===== src/hdl/ptvm_pkg.sv =====
`timescale 1ns / 1ps

package ptvm_pkg;

    // default voice count
    localparam int unsigned VOICES_DEF = 128;

    // fixed field widths
    localparam int unsigned CMD_W      = 2;
    localparam int unsigned KEY_W      = 7;
    localparam int unsigned SAMPLE_W   = 16;
    localparam int unsigned STATUS_W   = 2;
    localparam int unsigned COUNT_O_W  = 8;
    localparam int unsigned PHASE_W    = 32;

    typedef logic [CMD_W-1:0]           t_cmd;
    typedef logic [KEY_W-1:0]           t_key;
    typedef logic [PHASE_W-1:0]         t_phase;
    typedef logic signed [SAMPLE_W-1:0] t_sample;
    typedef logic [STATUS_W-1:0]        t_status;
    typedef logic [COUNT_O_W-1:0]       t_count_o;

    // request commands
    localparam t_cmd CMD_TICK     = 2'd0;
    localparam t_cmd CMD_NOTE_ON  = 2'd1;
    localparam t_cmd CMD_NOTE_OFF = 2'd2;
    localparam t_cmd CMD_UNUSED   = 2'd3;

    // result status codes
    localparam t_status ST_OK       = 2'd0;
    localparam t_status ST_NO_FREE  = 2'd1;
    localparam t_status ST_NO_MATCH = 2'd2;

    // one voice record in the voice memory
    typedef struct packed {
        t_key   key;
        t_phase inc;
        t_phase phase;
    } t_voice;

    // phase increment = round(f * 2^32 / 44100), f in units of 1e-4 Hz
    localparam logic [63:0] PHASE_ONE   = 64'd4294967296;
    localparam logic [63:0] RATE_SCALED = 64'd441000000;
    localparam logic [63:0] RATE_HALF   = 64'd220500000;

    // octave 5 increments, C up to B, unused pitch classes read zero
    localparam t_phase PITCH_INC [16] = '{
        32'((64'd2616256 * PHASE_ONE + RATE_HALF) / RATE_SCALED),
        32'((64'd2771826 * PHASE_ONE + RATE_HALF) / RATE_SCALED),
        32'((64'd2936648 * PHASE_ONE + RATE_HALF) / RATE_SCALED),
        32'((64'd3111270 * PHASE_ONE + RATE_HALF) / RATE_SCALED),
        32'((64'd3296276 * PHASE_ONE + RATE_HALF) / RATE_SCALED),
        32'((64'd3492282 * PHASE_ONE + RATE_HALF) / RATE_SCALED),
        32'((64'd3699944 * PHASE_ONE + RATE_HALF) / RATE_SCALED),
        32'((64'd3919954 * PHASE_ONE + RATE_HALF) / RATE_SCALED),
        32'((64'd4153047 * PHASE_ONE + RATE_HALF) / RATE_SCALED),
        32'((64'd4400000 * PHASE_ONE + RATE_HALF) / RATE_SCALED),
        32'((64'd4661638 * PHASE_ONE + RATE_HALF) / RATE_SCALED),
        32'((64'd4938833 * PHASE_ONE + RATE_HALF) / RATE_SCALED),
        32'd0, 32'd0, 32'd0, 32'd0
    };

    localparam logic [3:0] BASE_OCTAVE = 4'd5;

    // key to phase increment: octave = key / 12 via key * 43 >> 9 (exact for 0..127)
    function automatic t_phase key_increment(input t_key key);
        logic [12:0] prod;
        logic [3:0]  oct;
        logic [6:0]  oct12;
        logic [3:0]  pc;
        t_phase      base;
        begin
            prod  = 13'(key) * 13'd43;
            oct   = prod[12:9];
            oct12 = 7'(oct) * 7'd12;
            pc    = 4'(key - oct12);
            base  = PITCH_INC[pc];
            if (oct >= BASE_OCTAVE) begin
                key_increment = base << 3'(oct - BASE_OCTAVE);
            end else begin
                key_increment = base >> 3'(BASE_OCTAVE - oct);
            end
        end
    endfunction

    // triangle starting at -1: rises over the first half period, falls over the second
    function automatic t_sample triangle(input t_phase phase);
        logic [16:0] u;
        begin
            u = phase[31:15];
            if (!u[16]) begin
                triangle = {~u[15], u[14:0]};
            end else begin
                triangle = {u[15], ~u[14:0]};
            end
        end
    endfunction

endpackage


===== src/hdl/ptvm_free_stack.sv =====
`timescale 1ns / 1ps

module ptvm_free_stack #(
    parameter int unsigned VOICES = ptvm_pkg::VOICES_DEF,
    parameter int unsigned VW     = 7
) (
    input  logic          i_clk,
    input  logic          i_rst_n,
    input  logic          i_rd_en,
    input  logic [VW-1:0] i_rd_addr,
    output logic [VW-1:0] o_rd_data,
    input  logic          i_wr_en,
    input  logic [VW-1:0] i_wr_addr,
    input  logic [VW-1:0] i_wr_data
);
    logic [VW-1:0]     r_mem [VOICES];
    logic [VOICES-1:0] r_written;
    logic [VW-1:0]     r_rd_raw;
    logic [VW-1:0]     r_rd_addr;
    logic              r_rd_hit;

    // stack storage with registered read
    always_ff @(posedge i_clk) begin
        if (i_wr_en) begin
            r_mem[i_wr_addr] <= i_wr_data;
        end
        if (i_rd_en) begin
            r_rd_raw  <= r_mem[i_rd_addr];
            r_rd_addr <= i_rd_addr;
        end
    end

    // per-entry written flags, an unwritten entry holds its reset voice
    always_ff @(posedge i_clk) begin
        if (!i_rst_n) begin
            r_written <= '0;
            r_rd_hit  <= 1'b0;
        end else begin
            if (i_wr_en) begin
                r_written[i_wr_addr] <= 1'b1;
            end
            if (i_rd_en) begin
                r_rd_hit <= r_written[i_rd_addr];
            end
        end
    end

    // entry i starts out as voice VOICES-1-i
    assign o_rd_data = r_rd_hit ? r_rd_raw : VW'(VOICES - 1) - r_rd_addr;

endmodule


===== config.mk =====
export PLATFORM = sky130hd
export DESIGN_NAME = ptvm_free_stack
export DESIGN_NICKNAME = d
export VERILOG_FILES = /design/src/hdl/ptvm_pkg.sv /design/src/hdl/ptvm_free_stack.sv
export SDC_FILE = /design/constraint.sdc
export NUM_CORES = 1
export LEC_CHECK = 0
export BUFFER_PORTS_ARGS = -buffer_cell sky130_fd_sc_hd__clkbuf_2
export CELL_PAD_IN_SITES_DETAIL_PLACEMENT = 1
export CELL_PAD_IN_SITES_GLOBAL_PLACEMENT = 2
export CORE_MARGIN = 3
export CORE_UTILIZATION = 31
export DETAILED_ROUTE_END_ITERATION = 10
export HOLD_SLACK_MARGIN = 0.15
export PLACE_DENSITY_LB_ADDON = 0.1
export SLEW_MARGIN = 20
export SYNTH_ARGS = -nofsm -noshare
export SYNTH_HDL_FRONTEND = slang
export SYNTH_SLANG_ARGS = --single-unit

===== constraint.sdc =====
create_clock -name i_clk -period 4.1 [get_ports i_clk]
set_clock_uncertainty 0.2 [all_clocks]
set_input_delay 0.82 -clock i_clk [delete_from_list [all_inputs] [get_ports i_clk]]
set_output_delay 0.82 -clock i_clk [all_outputs]
set_load 0.03 [all_outputs]

==> load_flow_metrics.sql, run 1 <==
INSERT INTO impl_metrics (metric_group, metric, value, unit) VALUES
('status', 'run_status', 'finished, final reports clean', ''),
('routing', 'detailedRoute.firstPassIterationCount', '5', ''),
('finish', 'drive_above_1_share', '32.2', '%'),
('critical_path', 'worst_r2r_startpoint', 'r_mem[19][6]', ''),
('clock_tree', 'postCtsResizedCells', '0', ''),
('synthesis', 'syn-num-nets', '1874', ''),
('floorplan', 'die-height', '365', 'microns'),
('clock_tree', 'clockRootBuffer', 'clkbuf_16', ''),
('critical_path', 'worst_endpoint_required_time', '3080', 'ps'),
('finish', 'antenna_cells_inserted', '0', ''),
('timing', 'timing.fmax', '305', 'MHz'),
('floorplan', 'die-area', '133000', 'sq um'),
('global_route', 'global_route_wire_length_before_repair', '164', 'mm'),
('critical_path', 'crit_startpoint', 'r_rd_hit', ''),
('routing', 'drt-total-wl', '116', 'mm'),
('timing', 'rsz0062_at_grt', 'false', ''),
('routing', 'route.detailed.vias_per_inst', '5.11', ''),
('clock_tree', 'clock_transition_at_the_registers_of_the_reported_paths', '60', 'ps'),
('critical_path', 'timing.rr.end', 'r_rd_raw[6]', ''),
('synthesis', 'number_of_synthesized_flops_with_an_enable_pin', '910', ''),
('timing', 'worst-slew-pin-transition', '926', 'ps'),
('synthesis', 'syn_avg_cell_area', '21.6', 'sq um'),
('synthesis', 'sequential_element_share_of_the_synthesized_area', '75.0', '%'),
('critical_path', 'crit_arrival', '2260', 'ps'),
('finish', 'syn_to_final_growth', '17.8', '%'),
('timing', 'setup-tns-final', '0', 'ps'),
('global_route', 'gr-total-overflow', '0', ''),
('synthesis', 'postSynth.asyncResetShare', '0', '%'),
('routing', 'drt.antenna.violating_nets', '0', ''),
('critical_path', 'r2r_slack', '1260', 'ps'),
('synthesis', 'yosys_register_bits', '1039', ''),
('global_route', 'antenna_found_initial', '6', ''),
('floorplan', 'floorplan.rows', '130', ''),
('clock_tree', 'cts.path.max_buffers', '3', ''),
('critical_path', 'worst-r2r-cell-count', '4', ''),
('floorplan', 'start_util', '31.5', '%'),
('clock_tree', 'clk_latency', '730', 'ps'),
('timing', 'hold_violations', '0', ''),
('critical_path', 'cp-endpoint', 'o_rd_data[2]', ''),
('timing', 'period_share', '79.9', '%'),
('global_route', 'grt_usage', '17.6', '%'),
('synthesis', 'syn_area', '39900', 'sq um'),
('worst_hold_path', 'hold_class', 'flop to flop', ''),
('run', 'max-cap-violations', '0', ''),
('clock_tree', 'holdBufCountCts', '0', ''),
('pwr', 'post-layout-total-power', '22900', 'uW'),
('critical_path', 'worst-path-max-fanout', '15', ''),
('routing', 'dr.first_iter.drc_count', '1508', ''),
('routing', 'route.detailed.wl_per_inst', '30.4', 'microns'),
('clock_tree', 'cts_tree', 'yes', ''),
('clock_tree', 'tritoncts.num_buffers', '115', ''),
('floorplan', 'top_level_ports', '32', ''),
('timing', 'slew_hr', '38.2', '%'),
('routing', 'drt_drc_violations_left', '0', ''),
('routing', 'num_vias', '19400', ''),
('placement', 'portBuffers', '31', ''),
('finish', 'layout.nets', '2078', ''),
('placement', 'detailed_placement_wirelength_estimate', '74.2', 'mm'),
('floorplan', 'core_area', '127000', 'sq um'),
('pwr', 'pwr_density_cell', '488', 'nW/um^2'),
('synthesis', 'synth_ff_type', 'edfxtp_1', ''),
('synthesis', 'synth_warnings', '0', ''),
('pwr', 'worst_vdd_ir', '0.000355', 'V'),
('synthesis', 'synth.distinct_cells', '38', ''),
('clock_tree', 'clock-sinks', '1039', ''),
('critical_path', 'critical_path_class', 'flop to output pin', ''),
('pwr', 'leakagePower', '0.0149', 'uW'),
('clock_tree', 'htree_levels', '3', ''),
('synthesis', 'syn_inst', '1849', ''),
('critical_path', 'critical_path.startpoint_type', 'flop', ''),
('global_route', 'grt_start_max_net_pins', '83', ''),
('worst_hold_path', 'min_from', 'r_written[82]', ''),
('timing', 'report.final.setup_viol', '0', ''),
('placement', 'gpl.final_weighted_congestion', '0.748', ''),
('clock_tree', 'post-cts-setup-buffer-count', '0', ''),
('critical_path', 'end_kind', 'output pin', ''),
('global_route', 'number_of_global_route_vias_before_repair', '20800', ''),
('timing', 'drv_slew', '0', ''),
('timing', 'timing.final.crit_period', '3280', 'ps'),
('floorplan', 'die_x', '365', 'microns');
logic make-up after synthesis:
logic type,after synthesis,share of synthesized area (%)
AOI/OAI and AO/OA,157,2.90
buffers and inverters,114,1.24
DFF,1039,75.0
muxes,340,18.7
and+or+nand+nor,199,2.14
synth_stat cells, types with 2 or more instances:
| cell type | instances | area share (%) |
|---|---|---|
| edfxtp_1 | 910 | 69 |
| mux4_2 | 324 | 18 |
| nor2_1 | 137 | 1.3 |
| dfxtp_1 | 129 | 6.5 |
| o21a_1 | 128 | 2.4 |
| clkbuf_1 | 64 | 0.60 |
| nand2_1 | 22 | 0.21 |
| buf_2 | 17 | 0.21 |
| buf_1 | 15 | 0.14 |
| nand3_1 | 14 | 0.18 |
| mux2_2 | 11 | 0.31 |
| o21ai_0 | 11 | 0.14 |
| buf_4 | 10 | 0.19 |
| nor2b_1 | 6 | 0.094 |
| mux2i_1 | 5 | 0.13 |
| a2111oi_0 | 4 | 0.088 |
| and2_1 | 4 | 0.063 |
| inv_1 | 4 | 0.038 |
| nand3b_1 | 4 | 0.075 |
| nand4b_1 | 4 | 0.088 |
| a21oi_1 | 3 | 0.038 |
| a211oi_1 | 2 | 0.038 |
| a22o_1 | 2 | 0.044 |
| a22oi_1 | 2 | 0.038 |
| a31oi_1 | 2 | 0.031 |
| clkinv_1 | 2 | 0.019 |
| nand4_1 | 2 | 0.031 |
sequential cells by signal, indices dropped and copies added, names as in the netlist:
name and flops:
r_rd_hit 1, r_written 128, r_rd_raw 7, r_mem 896, r_rd_addr 7
cell type report:
class | instances | area, sq um
Sequential cell | 1039 | 29900
Tap cell | 1650 | 2060
Inverter | 7 | 28.8
Fill cell | 12100 | 79700
Clock buffer | 150 | 3120
Timing Repair Buffer | 194 | 1780
Clock inverter | 69 | 587
Multi-Input combinational cell | 696 | 9480
metrics by stage:
stage / instance area (sq um) / util [%] / hold WS, ps / instances / setup slack [ps]
floorplan: 39900 / - / 235 / 1849 / 454
global placement: 43300 / 34.1 / 241 / 3586 / 112
detailed placement: 43300 / 34.1 / 248 / 3586 / 88.4
CTS: 47000 / 37.1 / 222 / 3805 / 778
global route: 47000 / 37.1 / 263 / 3805 / 726
finish: 47000 / 37.1 / 258 / 3805 / 823
power breakdown:
part           leakage (uW)  total (uW)  internal (uW)  switching (uW)
logic               0.00382        1210            462             744
clock network       0.00181       10100           5910            4210
registers           0.00923       11600          11600            25.9
placed cells by master, fill, tap and decap left out, types with 3 or more instances in the layout:
cell type | Yosys | routed
buf_12 | 0 | 28
a2111oi_0 | 4 | 4
o21a_1 | 128 | 128
inv_1 | 4 | 4
buf_4 | 10 | 143
clkinv_1 | 2 | 32
clkinv_2 | 0 | 20
nor2_1 | 137 | 137
bufinv_16 | 0 | 9
nand4b_1 | 4 | 4
nand2_1 | 22 | 22
clkbuf_16 | 0 | 118
edfxtp_1 | 910 | 910
a21oi_1 | 3 | 3
clkbuf_8 | 0 | 5
nand3_1 | 14 | 14
mux2i_1 | 5 | 5
dfxtp_1 | 129 | 129
clkinvlp_4 | 0 | 4
clkbuf_1 | 64 | 27
and2_1 | 4 | 4
mux4_2 | 324 | 324
nor2b_1 | 6 | 6
o21ai_0 | 11 | 11
mux2_2 | 11 | 11
nand3b_1 | 4 | 4
clkbuf_2 | 0 | 20
routing by layer:
metal,vias up,share of wire (%),wire length [microns],GRT usage [%]
met1,10800,46,53700,25.1
met3,121,3.6,4110,2.37
met2,390,48,55700,28.7
met4,0,1.8,2100,4.34
li1,8152,-,-,-
met5,-,0,0,0
how the worst min path moves through the flow:
stage	slack, ps	cells past startpoint	endpoint
floorplan	240	1	r_written[93]
global placement	240	1	r_written[79]
detailed placement	250	1	r_written[82]
CTS	220	1	r_rd_addr[6]
global route	260	1	r_rd_addr[6]
finish	260	1	r_written[82]
critical path, stage by stage, from the launching register on:
cell and delay (ps):
dfxtp_1 730, nand2_1 280, o21ai_0 240, clkbuf_2 280
Power figures use the tool's default switching activity.
==> run 2: changes to the inputs <==
clock period = 3.05 ns   (was 4.1 ns; I/O delays follow)
==> run 2 against run 1 <==
Against the previous run:
- cell area rose by 2.6%
- first-iteration DRC count grew 1.5%
- core utilization grew 0.97 points
- via count grew 0.89%
- sequential power grew 34%
- global-route usage is 0.085 points higher
- clock power rose by 39%
- count of clock-buffer cells in the layout shrank 3
- worst setup slack worse by 760 ps
- critical path depth fell by 1
- largest cell class unchanged
- largest power group unchanged
==> load_flow_metrics.sql, run 2 (synthesis results as in run 1) <==
INSERT INTO impl_metrics (metric_group, metric, value, unit) VALUES
('status', 'run_status', 'finished, final reports clean', ''),
('routing', 'route.detailed.vias_per_inst', '5.01', ''),
('critical_path', 'worst_endpoint_required_time', '2240', 'ps'),
('timing', 'rsz0062_at_grt', 'false', ''),
('clock_tree', 'clock-sinks', '1039', ''),
('finish', 'layout_commonest_cell', 'edfxtp_1', ''),
('worst_hold_path', 'hold_class', 'input pin to flop', ''),
('placement', 'detailed_placement_wirelength_estimate', '76.8', 'mm'),
('worst_hold_path', 'holdPathEnd', 'r_rd_addr[0]', ''),
('timing', 'hold_violations', '0', ''),
('pwr', 'worst_vdd_ir', '0.000348', 'V'),
('timing', 'drv_slew', '0', ''),
('critical_path', 'r2r_slack', '230', 'ps'),
('clock_tree', 'htree_levels', '3', ''),
('finish', 'largest_register', 'r_mem', ''),
('critical_path', 'critical_path.startpoint_type', 'flop', ''),
('critical_path', 'max_stage_delay', '710', 'ps'),
('critical_path', 'worst-path-max-fanout', '15', ''),
('routing', 'route.detailed.wl_per_inst', '29.7', 'microns'),
('finish', 'largest_register_ff_count', '896', ''),
('floorplan', 'die_x', '365', 'microns'),
('critical_path', 'cp_cell_sequence', 'o21ai_0 -> clkbuf_2', ''),
('critical_path', 'worst_path_dominant_cell_family', 'compound AO/OA/AOI/OAI gates', ''),
('critical_path', 'timing.rr.end', 'r_rd_raw[4]', ''),
('clock_tree', 'clock_transition_at_the_registers_of_the_reported_paths', '60', 'ps'),
('critical_path', 'crit_arrival', '2180', 'ps'),
('clock_tree', 'cts_tree', 'yes', ''),
('routing', 'drt.antenna.violating_nets', '0', ''),
('run', 'max-cap-violations', '0', ''),
('routing', 'dr.first_iter.drc_count', '1531', ''),
('floorplan', 'die-height', '365', 'microns'),
('clock_tree', 'clk_latency', '720', 'ps'),
('critical_path', 'end_kind', 'output pin', ''),
('finish', 'drive_above_1_share', '36.0', '%'),
('critical_path', 'worst_r2r_startpoint', 'r_mem[3][4]', ''),
('clock_tree', 'tritoncts.num_buffers', '112', ''),
('floorplan', 'floorplan.rows', '130', ''),
('global_route', 'global_route_wire_length_before_repair', '165', 'mm'),
('routing', 'drt_drc_violations_left', '0', ''),
('worst_hold_path', 'min_path_cells', '2', ''),
('global_route', 'grt_usage', '17.7', '%'),
('routing', 'drt-total-wl', '116', 'mm'),
('timing', 'report.final.setup_viol', '0', ''),
('finish', 'fin_cells', '3917', ''),
('routing', 'num_vias', '19600', ''),
('finish', 'layout.core_utilization', '38.0', '%'),
('global_route', 'number_of_global_route_vias_before_repair', '21200', ''),
('pwr', 'pwr_density_cell', '649', 'nW/um^2'),
('critical_path', 'critical_path_class', 'flop to output pin', ''),
('timing', 'period_share', '98.1', '%'),
('finish', 'layout.nets', '2195', ''),
('worst_hold_path', 'min_from', 'i_rd_addr[0]', ''),
('finish', 'largest_registers', 'r_mem x896, r_written x128', ''),
('clock_tree', 'clockRootBuffer', 'clkbuf_16', ''),
('pwr', 'leakagePower', '0.0156', 'uW'),
('timing', 'timing.final.crit_period', '2990', 'ps'),
('critical_path', 'cp_num_buf_inv', '1', ''),
('placement', 'dp.cells', '3702', ''),
('timing', 'worst-slew-pin-transition', '845', 'ps'),
('timing', 'slew_hr', '43.7', '%'),
('finish', 'cell_area_after_layout', '48200', 'sq um'),
('critical_path', 'worst_path_max_delay_cell', 'o21ai_0', ''),
('placement', 'portBuffers', '31', ''),
('global_route', 'gr-total-overflow', '0', ''),
('timing', 'timing.fmax', '334', 'MHz'),
('clock_tree', 'cts.path.max_buffers', '3', ''),
('finish', 'syn_to_final_growth', '20.8', '%'),
('critical_path', 'worst-r2r-cell-count', '4', ''),
('global_route', 'antenna_found_initial', '7', ''),
('placement', 'gpl.final_weighted_congestion', '0.770', ''),
('routing', 'detailedRoute.firstPassIterationCount', '7', ''),
('floorplan', 'start_util', '31.5', '%'),
('finish', 'most-common-layout-cells', '910 x edfxtp_1, 324 x mux4_2, 241 x buf_4', ''),
('floorplan', 'die-area', '133000', 'sq um'),
('floorplan', 'core_area', '127000', 'sq um'),
('floorplan', 'top_level_ports', '32', ''),
('global_route', 'grt_start_max_net_pins', '129', ''),
('placement', 'dpl-instance-area', '44400', 'sq um');
run 2: cell count changes in the layout (fill, tap and decap cells not counted), moves of 5 or more:
cell,change
buf_12,+18
bufinv_16,+7
clkinv_2,-5
clkbuf_16,-5
clkinv_1,-15
buf_4,+98
run 2: worst reg2reg max path, cell delays in order, from the launching register on:
cell	delay, ps
edfxtp_1	370
mux4_2	550
mux4_2	580
mux4_2	570
mux2_2	290
run 2: through the flow:
stage | setup WS (ps) | power (uW) | hold WS (ps) | TNS (ps)
6_report | 59.1 | 31300 | 216 | 0
5_1_grt | 22.2 | 32400 | 201 | 0
4_1_cts | 60.4 | 31800 | 165 | 0
3_5_place_dp | -721 | 17600 | 250 | -5040
3_3_place_gp | -718 | 17600 | 241 | -5050
2_1_floorplan | -77.4 | 16700 | 235 | -538
run 2: timing repair:
action | CTS | global route
endpoints found under the hold margin | 45 | 0
resized for setup | 4 | 2
hold buffers | 4 | 0
setup buffers | 0 | 0
setup endpoints to repair | 4 | 1
run 2: per-layer routing:
layer	wire, microns	part of all wire, %	global-route usage, %
met5	13	0.011	0
met4	2230	1.9	4.61
met3	5600	4.8	3.44
met1	54300	47	25.3
met2	54200	47	27.8
run 2: worst max path at each step:
| stage | to | startpoint | depth (start not counted) |
|---|---|---|---|
| floorplan | r_rd_raw[0] | i_rd_addr[0] | 7 |
| global placement | r_rd_raw[4] | i_rd_addr[0] | 7 |
| detailed placement | r_rd_raw[4] | i_rd_addr[0] | 7 |
| CTS | r_rd_raw[4] | i_rd_addr[0] | 7 |
| global route | o_rd_data[1] | r_rd_hit | 2 |
| finish | o_rd_data[1] | r_rd_hit | 2 |
run 2: cell type report:
cell class,instances,area (sq um)
clock inverters,61,762
clock buffers,147,3020
inverters,7,28.8
repair buffers,314,2920
diodes,3,7.51
fillers,12100,78500
multi-input cells,696,9480
well taps,1650,2060
flip-flops and latches,1039,29900
run 2: where the power goes:
part	switching [uW]	total [uW]	internal (uW)
clock network	5660	14000	8320
registers	25.2	15600	15500
logic	1040	1760	716
total	6730	31300	24600
