File: config.mk
export PLATFORM = sky130hd
export DESIGN_NAME = ptvm_div
export DESIGN_NICKNAME = d
export VERILOG_FILES = /design/src/hdl/ptvm_pkg.sv /design/src/hdl/ptvm_div.sv
export SDC_FILE = /design/constraint.sdc
export NUM_CORES = 1
export LEC_CHECK = 0
export BUFFER_PORTS_ARGS = -buffer_cell sky130_fd_sc_hd__buf_2
export CAP_MARGIN = 20
export CORE_MARGIN = 2
export CORE_UTILIZATION = 59
export CTS_BUF_LIST = sky130_fd_sc_hd__clkbuf_2
export DETAILED_ROUTE_END_ITERATION = 8
export PLACE_DENSITY = 0.94
export SLEW_MARGIN = 30
export SYNTH_ARGS = -nofsm -noshare
export SYNTH_HDL_FRONTEND = slang
export SYNTH_SLANG_ARGS = --single-unit
File: constraint.sdc
create_clock -name i_clk -period 2.7 [get_ports i_clk]
set_input_delay 0.405 -clock i_clk [delete_from_list [all_inputs] [get_ports i_clk]]
set_output_delay 0.405 -clock i_clk [all_outputs]
set_load 0.01 [all_outputs]
File: src/hdl/ptvm_pkg.sv
`timescale 1ns / 1ps

package ptvm_pkg;

    // default voice count
    localparam int unsigned VOICES_DEF = 128;

    // fixed field widths
    localparam int unsigned CMD_W      = 2;
    localparam int unsigned KEY_W      = 7;
    localparam int unsigned SAMPLE_W   = 16;
    localparam int unsigned STATUS_W   = 2;
    localparam int unsigned COUNT_O_W  = 8;
    localparam int unsigned PHASE_W    = 32;

    typedef logic [CMD_W-1:0]           t_cmd;
    typedef logic [KEY_W-1:0]           t_key;
    typedef logic [PHASE_W-1:0]         t_phase;
    typedef logic signed [SAMPLE_W-1:0] t_sample;
    typedef logic [STATUS_W-1:0]        t_status;
    typedef logic [COUNT_O_W-1:0]       t_count_o;

    // request commands
    localparam t_cmd CMD_TICK     = 2'd0;
    localparam t_cmd CMD_NOTE_ON  = 2'd1;
    localparam t_cmd CMD_NOTE_OFF = 2'd2;
    localparam t_cmd CMD_UNUSED   = 2'd3;

    // result status codes
    localparam t_status ST_OK       = 2'd0;
    localparam t_status ST_NO_FREE  = 2'd1;
    localparam t_status ST_NO_MATCH = 2'd2;

    // one voice record in the voice memory
    typedef struct packed {
        t_key   key;
        t_phase inc;
        t_phase phase;
    } t_voice;

    // phase increment = round(f * 2^32 / 44100), f in units of 1e-4 Hz
    localparam logic [63:0] PHASE_ONE   = 64'd4294967296;
    localparam logic [63:0] RATE_SCALED = 64'd441000000;
    localparam logic [63:0] RATE_HALF   = 64'd220500000;

    // octave 5 increments, C up to B, unused pitch classes read zero
    localparam t_phase PITCH_INC [16] = '{
        32'((64'd2616256 * PHASE_ONE + RATE_HALF) / RATE_SCALED),
        32'((64'd2771826 * PHASE_ONE + RATE_HALF) / RATE_SCALED),
        32'((64'd2936648 * PHASE_ONE + RATE_HALF) / RATE_SCALED),
        32'((64'd3111270 * PHASE_ONE + RATE_HALF) / RATE_SCALED),
        32'((64'd3296276 * PHASE_ONE + RATE_HALF) / RATE_SCALED),
        32'((64'd3492282 * PHASE_ONE + RATE_HALF) / RATE_SCALED),
        32'((64'd3699944 * PHASE_ONE + RATE_HALF) / RATE_SCALED),
        32'((64'd3919954 * PHASE_ONE + RATE_HALF) / RATE_SCALED),
        32'((64'd4153047 * PHASE_ONE + RATE_HALF) / RATE_SCALED),
        32'((64'd4400000 * PHASE_ONE + RATE_HALF) / RATE_SCALED),
        32'((64'd4661638 * PHASE_ONE + RATE_HALF) / RATE_SCALED),
        32'((64'd4938833 * PHASE_ONE + RATE_HALF) / RATE_SCALED),
        32'd0, 32'd0, 32'd0, 32'd0
    };

    localparam logic [3:0] BASE_OCTAVE = 4'd5;

    // key to phase increment: octave = key / 12 via key * 43 >> 9 (exact for 0..127)
    function automatic t_phase key_increment(input t_key key);
        logic [12:0] prod;
        logic [3:0]  oct;
        logic [6:0]  oct12;
        logic [3:0]  pc;
        t_phase      base;
        begin
            prod  = 13'(key) * 13'd43;
            oct   = prod[12:9];
            oct12 = 7'(oct) * 7'd12;
            pc    = 4'(key - oct12);
            base  = PITCH_INC[pc];
            if (oct >= BASE_OCTAVE) begin
                key_increment = base << 3'(oct - BASE_OCTAVE);
            end else begin
                key_increment = base >> 3'(BASE_OCTAVE - oct);
            end
        end
    endfunction

    // triangle starting at -1: rises over the first half period, falls over the second
    function automatic t_sample triangle(input t_phase phase);
        logic [16:0] u;
        begin
            u = phase[31:15];
            if (!u[16]) begin
                triangle = {~u[15], u[14:0]};
            end else begin
                triangle = {u[15], ~u[14:0]};
            end
        end
    endfunction

endpackage

File: src/hdl/ptvm_div.sv
`timescale 1ns / 1ps

module ptvm_div #(
    parameter int unsigned SUMW = 23,
    parameter int unsigned CW   = 8
) (
    input  logic                   i_clk,
    input  logic                   i_rst_n,
    input  logic                   i_start,
    input  logic signed [SUMW-1:0] i_dividend,
    input  logic [CW-1:0]          i_divisor,
    output logic                   o_done,
    output ptvm_pkg::t_sample      o_quotient
);
    import ptvm_pkg::*;

    localparam int unsigned NW = $clog2(SUMW + 1);

    logic            r_busy, n_busy;
    logic            r_done, n_done;
    logic [NW-1:0]   r_cnt, n_cnt;
    logic [CW-1:0]   r_rem, n_rem;
    logic [SUMW-1:0] r_quo, n_quo;
    logic [CW-1:0]   r_den, n_den;
    logic            r_neg, n_neg;
    logic [CW:0]     trial;
    t_sample         q_mag;

    // restoring division on the magnitude, one quotient bit per cycle
    always_comb begin
        n_busy = r_busy;
        n_done = 1'b0;
        n_cnt  = r_cnt;
        n_rem  = r_rem;
        n_quo  = r_quo;
        n_den  = r_den;
        n_neg  = r_neg;
        trial  = {r_rem, r_quo[SUMW-1]};
        if (i_start) begin
            n_busy = 1'b1;
            n_cnt  = NW'(SUMW);
            n_rem  = '0;
            n_den  = i_divisor;
            n_neg  = i_dividend[SUMW-1];
            n_quo  = i_dividend[SUMW-1] ? SUMW'(-i_dividend) : SUMW'(i_dividend);
        end else if (r_busy) begin
            if (trial >= {1'b0, r_den}) begin
                n_rem = CW'(trial - {1'b0, r_den});
                n_quo = {r_quo[SUMW-2:0], 1'b1};
            end else begin
                n_rem = CW'(trial);
                n_quo = {r_quo[SUMW-2:0], 1'b0};
            end
            n_cnt = r_cnt - NW'(1);
            if (r_cnt == NW'(1)) begin
                n_busy = 1'b0;
                n_done = 1'b1;
            end
        end
    end

    always_ff @(posedge i_clk) begin
        if (!i_rst_n) begin
            r_busy <= 1'b0;
            r_done <= 1'b0;
            r_cnt  <= '0;
        end else begin
            r_busy <= n_busy;
            r_done <= n_done;
            r_cnt  <= n_cnt;
        end
    end

    always_ff @(posedge i_clk) begin
        r_rem <= n_rem;
        r_quo <= n_quo;
        r_den <= n_den;
        r_neg <= n_neg;
    end

    // truncation toward zero: divide the magnitude, then restore the sign
    assign q_mag      = t_sample'(r_quo[SAMPLE_W-1:0]);
    assign o_quotient = r_neg ? -q_mag : q_mag;
    assign o_done     = r_done;

endmodule

==> flow_metrics.env, run 1 <==
export IMPL_run_status="complete, no violations"
export IMPL_cts_sinks=47
export IMPL_avgSynthCellArea_um2=8.98
export IMPL_ys_flop_type="edfxtp_1"
export IMPL_hold_viol=0
export IMPL_ctsHoldBuffers=0
export IMPL_crit_arrival_ps=2200
export IMPL_routed_wl_um=6560
export IMPL_most_common_layout_cells="buf_2, nor2_1, edfxtp_1, a21oi_1, nand2_1"
export IMPL_worstSetupEndpointType="output pin"
export IMPL_yosysWarnings=0
export IMPL_async_flop_share_pct=0
export IMPL_drive_gt1_share_pct=19.7
export IMPL_hp_class="in -> reg"
export IMPL_wire_per_inst_um=14.2
export IMPL_cts_root_buf="clkbuf_2"
export IMPL_cts_made_buffers=5
export IMPL_ff_latch_area_mm2=0.00126
export IMPL_cts_tree="built"
export IMPL_hold_ws_ps=141
export IMPL_fin_nets=437
export IMPL_grt_pass1_vias=2559
export IMPL_p_leak_uw=0.00141
export IMPL_fill_cells=397
export IMPL_die_w_um=76.3
export IMPL_drt_pass1_iter_count=4
export IMPL_row_count=26
export IMPL_via_per_inst=5.80
export IMPL_power_density_mw_per_mm2=461
export IMPL_syn_inst=343
export IMPL_multiInputGateArea_mm2=0.00170
export IMPL_final_common_cell="buf_2"
export IMPL_busiest_layer="met2"
export IMPL_worst_pin_slew_ps=892
export IMPL_slew_headroom_pct=40.3
export IMPL_ys_ff_latch=47
export IMPL_post_route_min_period_ps=2600
export IMPL_use_met1_pct=29.5
export IMPL_h_tree_depth=2
export IMPL_drt_iter0_markers=161
export IMPL_initial_utilization_pct=60.7
export IMPL_routabilityCongestion=0.890
export IMPL_worstSetupPathType="reg -> out"
export IMPL_antenna_left=0
export IMPL_seq_area_frac_synth_pct=40.9
export IMPL_core_mm2=0.00507
export IMPL_worst_ep_required_time_ps=2300
export IMPL_die_area_mm2=0.00582
export IMPL_portBuffers=50
export IMPL_grt_overflow=0
export IMPL_die_y_um=76.3
export IMPL_fin_util_pct=68.1
export IMPL_fmax_ghz=0.384
export IMPL_finalSetupViolations=0
export IMPL_place_hpwl_um=4840
export IMPL_min_period_over_period_pct=96.4
export IMPL_clk_latency_ps=420
export IMPL_rsz0062_at_grt="yes"
export IMPL_grt_pass1_wl_um=11000
export IMPL_drc=0
export IMPL_grt_max_degree=63
export IMPL_clkTransAtPathRegs_ps=230
export IMPL_ys_types=55
export IMPL_maxCapViolCount=0
export IMPL_p_total_uw=1590
export IMPL_setup_tns_ps=0
export IMPL_synth_enable_flop_cells=32
export IMPL_vias=2673
export IMPL_vdd_drop_max_v=0.000352
export IMPL_met2_usage_pct=39.6
export IMPL_antenna_found_initial=0
export IMPL_cp_start_kind="flip-flop"
export IMPL_critical_path_peak_fanout=4
export IMPL_met3_usage_pct=3.20
export IMPL_grt_total_usage_pct=22.8
export IMPL_finClkSkew_ps=20.6
export IMPL_ioPinCount=51
export IMPL_clockBufferDepth=2
export IMPL_slew_viol_final=0
export IMPL_syn_to_final_growth_pct=12.2
export IMPL_netlist_area_mm2=0.00308
export IMPL_antennaDiodeCount=0
export IMPL_syn_nets=390
==> kinds of logic after synthesis <==
| group | after synthesis | synth area share (%) |
|---|---|---|
| AO/OA/AOI/OAI | 89 | 18.9 |
| XOR/XNOR | 41 | 11.7 |
| adder cells (fa/ha/maj) | 13 | 5.52 |
| buffers and inverters | 36 | 4.55 |
| flip-flops | 47 | 40.9 |
| multiplexers | 2 | 0.690 |
| AND/OR/NAND/NOR | 115 | 17.7 |
==> state kept, by name, summed over array words and instances, names as in the netlist <==
signal / cells
r_quo: 23
r_den: 8
r_neg: 1
o_done: 1
r_rem: 8
r_cnt: 5
r_busy: 1
==> cell usage after synthesis (all sizes together) (6+ instances only) <==
master | instances | area share [%]
nand2 | 28 | 3.4
o21ai | 18 | 2.9
o31ai | 9 | 2.2
clkbuf | 13 | 1.6
nor3 | 9 | 1.5
o41ai | 8 | 2.5
xor2 | 22 | 6.3
inv | 20 | 2.4
edfxtp | 32 | 31
nand3 | 6 | 0.97
nand2b | 7 | 1.4
o211ai | 6 | 1.5
ha | 12 | 4.9
dfxtp | 15 | 9.7
a21oi | 30 | 4.9
nor2 | 42 | 5.1
xnor2 | 19 | 5.4
==> path summary, 6_finish.rpt <==
path	from	end	slack [ps]	depth (start not counted)
worst min register to register	r_rem[6]	r_rem[6]	520	2
worst max-delay path	r_quo[0]	o_quotient[15]	100	7
worst min-delay path	i_divisor[0]	r_den[0]	140	1
worst max register to register	r_den[4]	r_rem[2]	280	7
==> power breakdown <==
part           internal (uW)  switching (uW)
clock                   70.6             219
sequential               844            56.2
combinational            178             226
total                   1090             501
==> critical path, stage by stage, from the launching register on <==
cell and delay [ps]:
edfxtp_1 480, buf_4 160, nor3_1 130, buf_4 160, nand4_1 160, o31ai_1 320, xnor2_1 190, buf_2 170
==> stage by stage <==
step	instances	cell area (um^2)	setup slack, ps
finish	461	3460	97.6
global route	461	3460	-18.4
CTS	459	3420	20.9
detailed placement	451	3380	307
global placement	451	3380	335
floorplan	343	3080	579
==> cell type report <==
cell class                      instances  share of cell area [%]
Clock buffer                            7                    1.01
Clock inverter                          1                   0.145
Inverter                               20                    2.17
Multi-Input combinational cell        260                    49.1
Sequential cell                        47                    36.5
Tap cell                               70                    2.53
Timing Repair Buffer                   56                    8.54
==> layer usage <==
| metal | wire (um) | vias to the layer above |
|---|---|---|
| met2 | 3330 | 72 |
| li1 | - | 1318 |
| met4 | 84 | 0 |
| met5 | 0 | - |
| met3 | 282 | 9 |
| met1 | 2860 | 1274 |
==> timing repair <==
item                       4_1_cts  5_1_grt
setup endpoints to repair        0        3
gates resized for setup          0        4
setup buffers                    0        2
Note: power is estimated with default switching activity, not from simulation.
==> inputs of run 2 (changes only) <==
ABC_AREA = 1   (was unset)
CORE_UTILIZATION = 60   (was 59)
==> run 2 against run 1 <==
  * Final cell count rose by 26%
  * Clock-buffer cell count fell by 1
  * Flip-flop and latch count did not move
  * Cell area rose by 9.7%
  * Highest routed layer unchanged
  * Die area rose by 8.7%
  * Via count rose by 21%
  * First-iteration DRC count rose by 86%
  * Routed wire length rose by 21%
  * Worst hold slack got worse by 24 ps
  * Fmax rose by 4.3%
  * Combinational power rose by 24%
==> flow_metrics.env, run 2 <==
export IMPL_core_mm2=0.00551
export IMPL_cts_made_buffers=5
export IMPL_async_flop_share_pct=0
export IMPL_drive_gt1_share_pct=20.4
export IMPL_run_status="complete, no violations"
export IMPL_worstSetupPathType="reg -> out"
export IMPL_synth_top_area_share_pct=28.1
export IMPL_power_frac_seq_pct=52.4
export IMPL_avgSynthCellArea_um2=7.49
export IMPL_row_count=27
export IMPL_vdd_drop_max_v=0.000248
export IMPL_p_total_uw=1690
export IMPL_wire_per_inst_um=13.6
export IMPL_syn_to_final_growth_pct=10.8
export IMPL_h_tree_depth=2
export IMPL_cts_root_buf="clkbuf_2"
export IMPL_crit_family="flip-flops"
export IMPL_ys_ff_latch=47
export IMPL_via_per_inst=5.56
export IMPL_intPower_uw=1090
export IMPL_yosysTopAreaCell="edfxtp_1"
export IMPL_clk_latency_ps=440
export IMPL_hold_viol=0
export IMPL_portBuffers=50
export IMPL_grt_total_usage_pct=26.6
export IMPL_path_buf_inv=2
export IMPL_hold_ws_ps=117
export IMPL_fin_nets=555
export IMPL_ys_flop_type="edfxtp_1"
export IMPL_path_common_cell="nand2_1"
export IMPL_vias=3232
export IMPL_drt_iter0_markers=299
export IMPL_antenna_left=0
export IMPL_most_common_layout_cells="nand2_1, inv_1, buf_2, nand3_1, edfxtp_1"
export IMPL_die_w_um=79.5
export IMPL_multiInputGateArea_mm2=0.00186
export IMPL_cts_resized=0
export IMPL_antennaDiodeCount=0
export IMPL_ctsHoldBuffers=0
export IMPL_largest_reg_flops=23
export IMPL_grt_pass1_wl_um=13400
export IMPL_fill_cells=437
export IMPL_syn_inst=457
export IMPL_antenna_found_initial=0
export IMPL_worst_path_max_delay_cell="edfxtp_1"
export IMPL_synth_enable_flop_cells=32
export IMPL_drc=0
export IMPL_met2_usage_pct=45.9
export IMPL_critPathMaxStageDelay_ps=530
export IMPL_met3_usage_pct=4.07
export IMPL_rsz0062_at_grt="no"
export IMPL_p_clk_share_pct=17.9
export IMPL_post_cts_buffers=0
export IMPL_cp_startpoint="r_quo[5]"
export IMPL_cp_start_kind="flip-flop"
export IMPL_grt_pass1_vias=3126
export IMPL_timing_rr_start="r_den[6]"
export IMPL_drt_pass1_iter_count=5
export IMPL_min_period_over_period_pct=92.4
export IMPL_worst_pin_slew_ps=924
export IMPL_worst_ep_required_time_ps=2300
export IMPL_critical_path_peak_fanout=3
export IMPL_switching_share_pct=35.2
export IMPL_syn_nets=504
export IMPL_clkTransAtPathRegs_ps=240
export IMPL_place_hpwl_um=6140
export IMPL_power_density_mw_per_mm2=445
export IMPL_maxCapViolCount=0
export IMPL_netlist_area_mm2=0.00342
export IMPL_cts_sinks=47
export IMPL_die_area_mm2=0.00632
export IMPL_reg_top3="r_quo (23), r_den (8), r_rem (8)"
export IMPL_grt_max_degree=33
export IMPL_top_register="r_quo"
export IMPL_final_common_cell="nand2_1"
export IMPL_initial_utilization_pct=62.1
export IMPL_routed_wl_um=7930
export IMPL_clockBufferDepth=2
export IMPL_yosysWarnings=0
export IMPL_routabilityCongestion=0.951
export IMPL_seq_area_frac_synth_pct=36.9
export IMPL_synthTopCellsByCount="nand2_1, inv_1, nand3_1"
export IMPL_post_route_min_period_ps=2500
export IMPL_yosys_top_cells_area="edfxtp_1, nand2_1, dfxtp_1, inv_1, nand3_1"
export IMPL_use_met1_pct=34.5
export IMPL_switching_power_uw=595
export IMPL_ys_types=40
export IMPL_hold_start="i_divisor[0]"
export IMPL_ff_latch_area_mm2=0.00126
export IMPL_busiest_layer="met2"
export IMPL_worstSetupEndpointType="output pin"
export IMPL_hp_class="in -> reg"
export IMPL_power_frac_comb_pct=29.7
export IMPL_yosysMostFrequentCell="nand2_1"
export IMPL_cts_tree="built"
export IMPL_slew_headroom_pct=38.3
export IMPL_crit_arrival_ps=2090
export IMPL_ioPinCount=51
export IMPL_finClkSkew_ps=10.2
export IMPL_slew_viol_final=0
export IMPL_grt_overflow=0
export IMPL_die_y_um=79.5
export IMPL_crit_chain="inv_2 > nand2_1 > nor3_4 > nand2_1 > o21ai_1 > xor2_1 > buf_2"
export IMPL_setup_tns_ps=0
export IMPL_p_leak_uw=0.00188
export IMPL_finalSetupViolations=0
export IMPL_fmax_ghz=0.401
==> run 2: cell count changes in the layout (fill, tap and decap cells not counted), moves of 10 or more <==
| cell | delta |
|---|---|
| nand2_1 | +100 |
| nor2_1 | -22 |
| nand3b_1 | +10 |
| xnor2_1 | -17 |
| nand3_1 | +36 |
| inv_1 | +41 |
| a21oi_1 | -22 |
==> run 2: final cells by class <==
cell class,instances,share of cell area (%)
Multi-Input combinational cell,331,49.1
Sequential cell,47,33.3
Timing Repair Buffer,53,7.19
Inverter,70,6.93
Tap cell,72,2.38
Clock buffer,6,0.792
Clock inverter,2,0.297
==> run 2: layer usage <==
metal	share of wire [%]	up-vias
met3	6.1	14
li1	-	1603
met1	43	1493
met4	1.3	0
met2	50	122
met5	0	-
==> run 2: metrics by stage <==
stage          setup WS [ps]  cell area (um^2)  instances  utilization (%)
2_1_floorplan            979              3420        457                -
3_5_place_dp             671              3740        573             67.9
4_1_cts                  175              3780        581             68.7
5_1_grt                 18.7              3790        581             68.8
3_3_place_gp             817              3740        573             67.9
6_report                 205              3790        581             68.8
==> run 2: final timing paths <==
kind	end	depth (start not counted)	slack, ps
setup / recovery	o_quotient[15]	7	200
hold / removal	r_den[0]	1	120
setup reg to reg	r_quo[0]	10	840
hold reg to reg	r_cnt[4]	2	500
==> run 2: power by group through the flow <==
| stage | Sequential, uW | Clock, uW | Combinational [uW] |
|---|---|---|---|
| 2_1_floorplan | 889 | 0 | 339 |
| 3_3_place_gp | 894 | 0 | 467 |
| 3_5_place_dp | 898 | 0 | 493 |
| 4_1_cts | 882 | 299 | 495 |
| 5_1_grt | 893 | 330 | 559 |
| 6_report | 884 | 303 | 501 |
==> run 2: logic make-up after synthesis <==
family / synth area share (%)
AO/OA/AOI/OAI: 8.56
XOR/XNOR: 5.12
adder cells (fa/ha/maj): 4.97
buffers and inverters: 8.96
flip-flops: 36.9
AND/OR/NAND/NOR: 35.5
==> inputs of run 3 (changes only) <==
ABC_AREA = unset   (was 1)
CORE_UTILIZATION = 53   (was 60)
GPL_TIMING_DRIVEN = 0   (was unset)
PLACE_DENSITY = 0.87   (was 0.94)
==> run 3 against run 2 <==
  * Non-clock buffer count increased by 15
  * Fmax decreased by 5.0%
  * Cell area decreased by 7.9%
  * First-iteration DRC count decreased by 26%
  * Sequential power increased by 1%
==> flow_metrics.env, run 3 (synthesis gave the netlist of run 1 again) <==
export IMPL_reg_top3="r_quo (23), r_den (8), r_rem (8)"
export IMPL_portBuffers=50
export IMPL_setup_tns_ps=0
export IMPL_initial_utilization_pct=55.3
export IMPL_clockBufferDepth=2
export IMPL_final_common_cell="buf_2"
export IMPL_path_buf_inv=2
export IMPL_vias=2731
export IMPL_clk_latency_ps=430
export IMPL_maxCapViolCount=0
export IMPL_h_tree_depth=2
export IMPL_routed_wl_um=7260
export IMPL_finalSetupViolations=0
export IMPL_largest_reg_flops=23
export IMPL_row_count=27
export IMPL_antennaDiodeCount=0
export IMPL_fin_area_mm2=0.00349
export IMPL_post_route_min_period_ps=2630
export IMPL_top_register="r_quo"
export IMPL_setup_ws_ps=74.4
export IMPL_drive_gt1_share_pct=18.4
export IMPL_worst_pin_slew_ps=949
export IMPL_finClkSkew_ps=7.47
export IMPL_worstSetupEndpointType="output pin"
export IMPL_run_status="complete, no violations"
export IMPL_critPathMaxStageDelay_ps=500
export IMPL_antenna_found_initial=0
export IMPL_die_w_um=80.3
export IMPL_worstSetupPathType="reg -> out"
export IMPL_ctsHoldBuffers=0
export IMPL_core_mm2=0.00557
export IMPL_cts_made_buffers=5
export IMPL_grt_overflow=0
export IMPL_worst_path_max_delay_cell="edfxtp_1"
export IMPL_drt_pass1_iter_count=5
export IMPL_fmax_ghz=0.381
export IMPL_cts_sinks=47
export IMPL_p_total_uw=1610
export IMPL_syn_to_final_growth_pct=13.3
export IMPL_cts_root_buf="clkbuf_2"
export IMPL_vdd_drop_max_v=0.000257
export IMPL_grt_max_degree=24
export IMPL_grt_pass1_wl_um=11700
export IMPL_crit_arrival_ps=2220
export IMPL_drc=0
export IMPL_clkTransAtPathRegs_ps=230
export IMPL_grt_pass1_vias=2515
export IMPL_min_period_over_period_pct=97.2
export IMPL_die_area_mm2=0.00644
export IMPL_crit_chain="buf_4 > nor3_2 > nand4_1 > o41ai_2 > xnor2_1 > buf_2"
export IMPL_hp_class="in -> reg"
export IMPL_routabilityCongestion=0.915
export IMPL_grt_total_usage_pct=23.4
export IMPL_cts_tree="built"
export IMPL_rsz0062_at_grt="yes"
export IMPL_drt_iter0_markers=222
export IMPL_via_per_inst=5.75
export IMPL_slew_headroom_pct=36.7
export IMPL_ioPinCount=51
export IMPL_fill_cells=475
export IMPL_place_hpwl_um=5370
export IMPL_antenna_left=0
export IMPL_p_leak_uw=0.00141
export IMPL_fin_nets=449
export IMPL_regToRegSetupSlack_ps=530
export IMPL_placed_area_mm2=0.00342
export IMPL_pre_cts_slack_ps=118
export IMPL_cp_start_kind="flip-flop"
export IMPL_hold_viol=0
export IMPL_worst_ep_required_time_ps=2300
export IMPL_critical_path_peak_fanout=4
export IMPL_slew_viol_final=0
export IMPL_power_density_mw_per_mm2=462
export IMPL_wire_per_inst_um=15.3
export IMPL_crit_family="flip-flops"
export IMPL_most_common_layout_cells="buf_2, nor2_1, edfxtp_1, a21oi_1, nand2_1"
export IMPL_die_y_um=80.3
-- run 3: cell count changes in the layout (fill, tap and decap cells not counted), sizes merged, moves of 8 or more --
cell	change
a21oi	+20
clkbuf	+13
inv	-50
nand2	-111
nand3	-40
nand3b	-10
nor2	+13
o21ai	-13
o31ai	+8
o41ai	+8
xnor2	+17
-- run 3: report_power, final --
part	switching (uW)	leakage, uW	total, uW	internal [uW]
clock	234	0.0000331	298	64.5
combinational	239	0.000944	419	179
sequential	51.5	0.000437	895	844
total	525	0.00141	1610	1090
-- run 3: per-stage QoR --
stage / std cells / hold slack (ps) / util (%)
after global routing: 475 / 91.3 / 62.6
after floorplan: 343 / 472 / -
after CTS: 473 / 115 / 62.2
final: 475 / 124 / 62.6
after global placement: 465 / 494 / 61.4
after detailed placement: 465 / 506 / 61.4
-- run 3: layer usage --
layer / GRT usage, % / share of wire [%] / vias up / wire (um)
li1: - / - / 1351 / -
met1: 28.8 / 41 / 1259 / 3000
met2: 41.1 / 51 / 102 / 3690
met3: 3.82 / 5.5 / 19 / 402
met4: 8.47 / 2.4 / 0 / 172
met5: 0 / 0 / - / 0
-- run 3: path summary, 6_finish.rpt --
kind,startpoint,endpoint,cells after the start
worst max register to register,r_den[1],r_rem[5],8
worst min-delay path,i_divisor[2],r_den[2],1
worst min register to register,r_rem[6],r_rem[6],2
worst max-delay path,r_quo[0],o_quotient[13],6
-- run 3: worst register-to-register path: cells and delay by family, from the launching register on --
kind                       cells  cell delay (ps)
AOI/OAI and AO/OA              4              970
buffers and inverters          2              340
adders and majority gates      1              230
and+or+nand+nor                1              160
DFF                            1              470
-- run 3: final cells by class --
cell class | count | area, um^2 | share of cell area (%)
clock inverters | 2 | 8.76 | 0.251
flip-flops and latches | 47 | 1260 | 36.1
repair buffers | 52 | 265 | 7.60
multi-input cells | 260 | 1700 | 48.6
plain buffers | 16 | 65.1 | 1.86
well taps | 72 | 90.1 | 2.58
inverters | 20 | 75.1 | 2.15
clock buffers | 6 | 30.0 | 0.860
-- run 3: timing repair --
action | in CTS | in global routing
resized for setup | 2 | 1
setup endpoints to repair | 1 | 3
setup buffers | 0 | 2
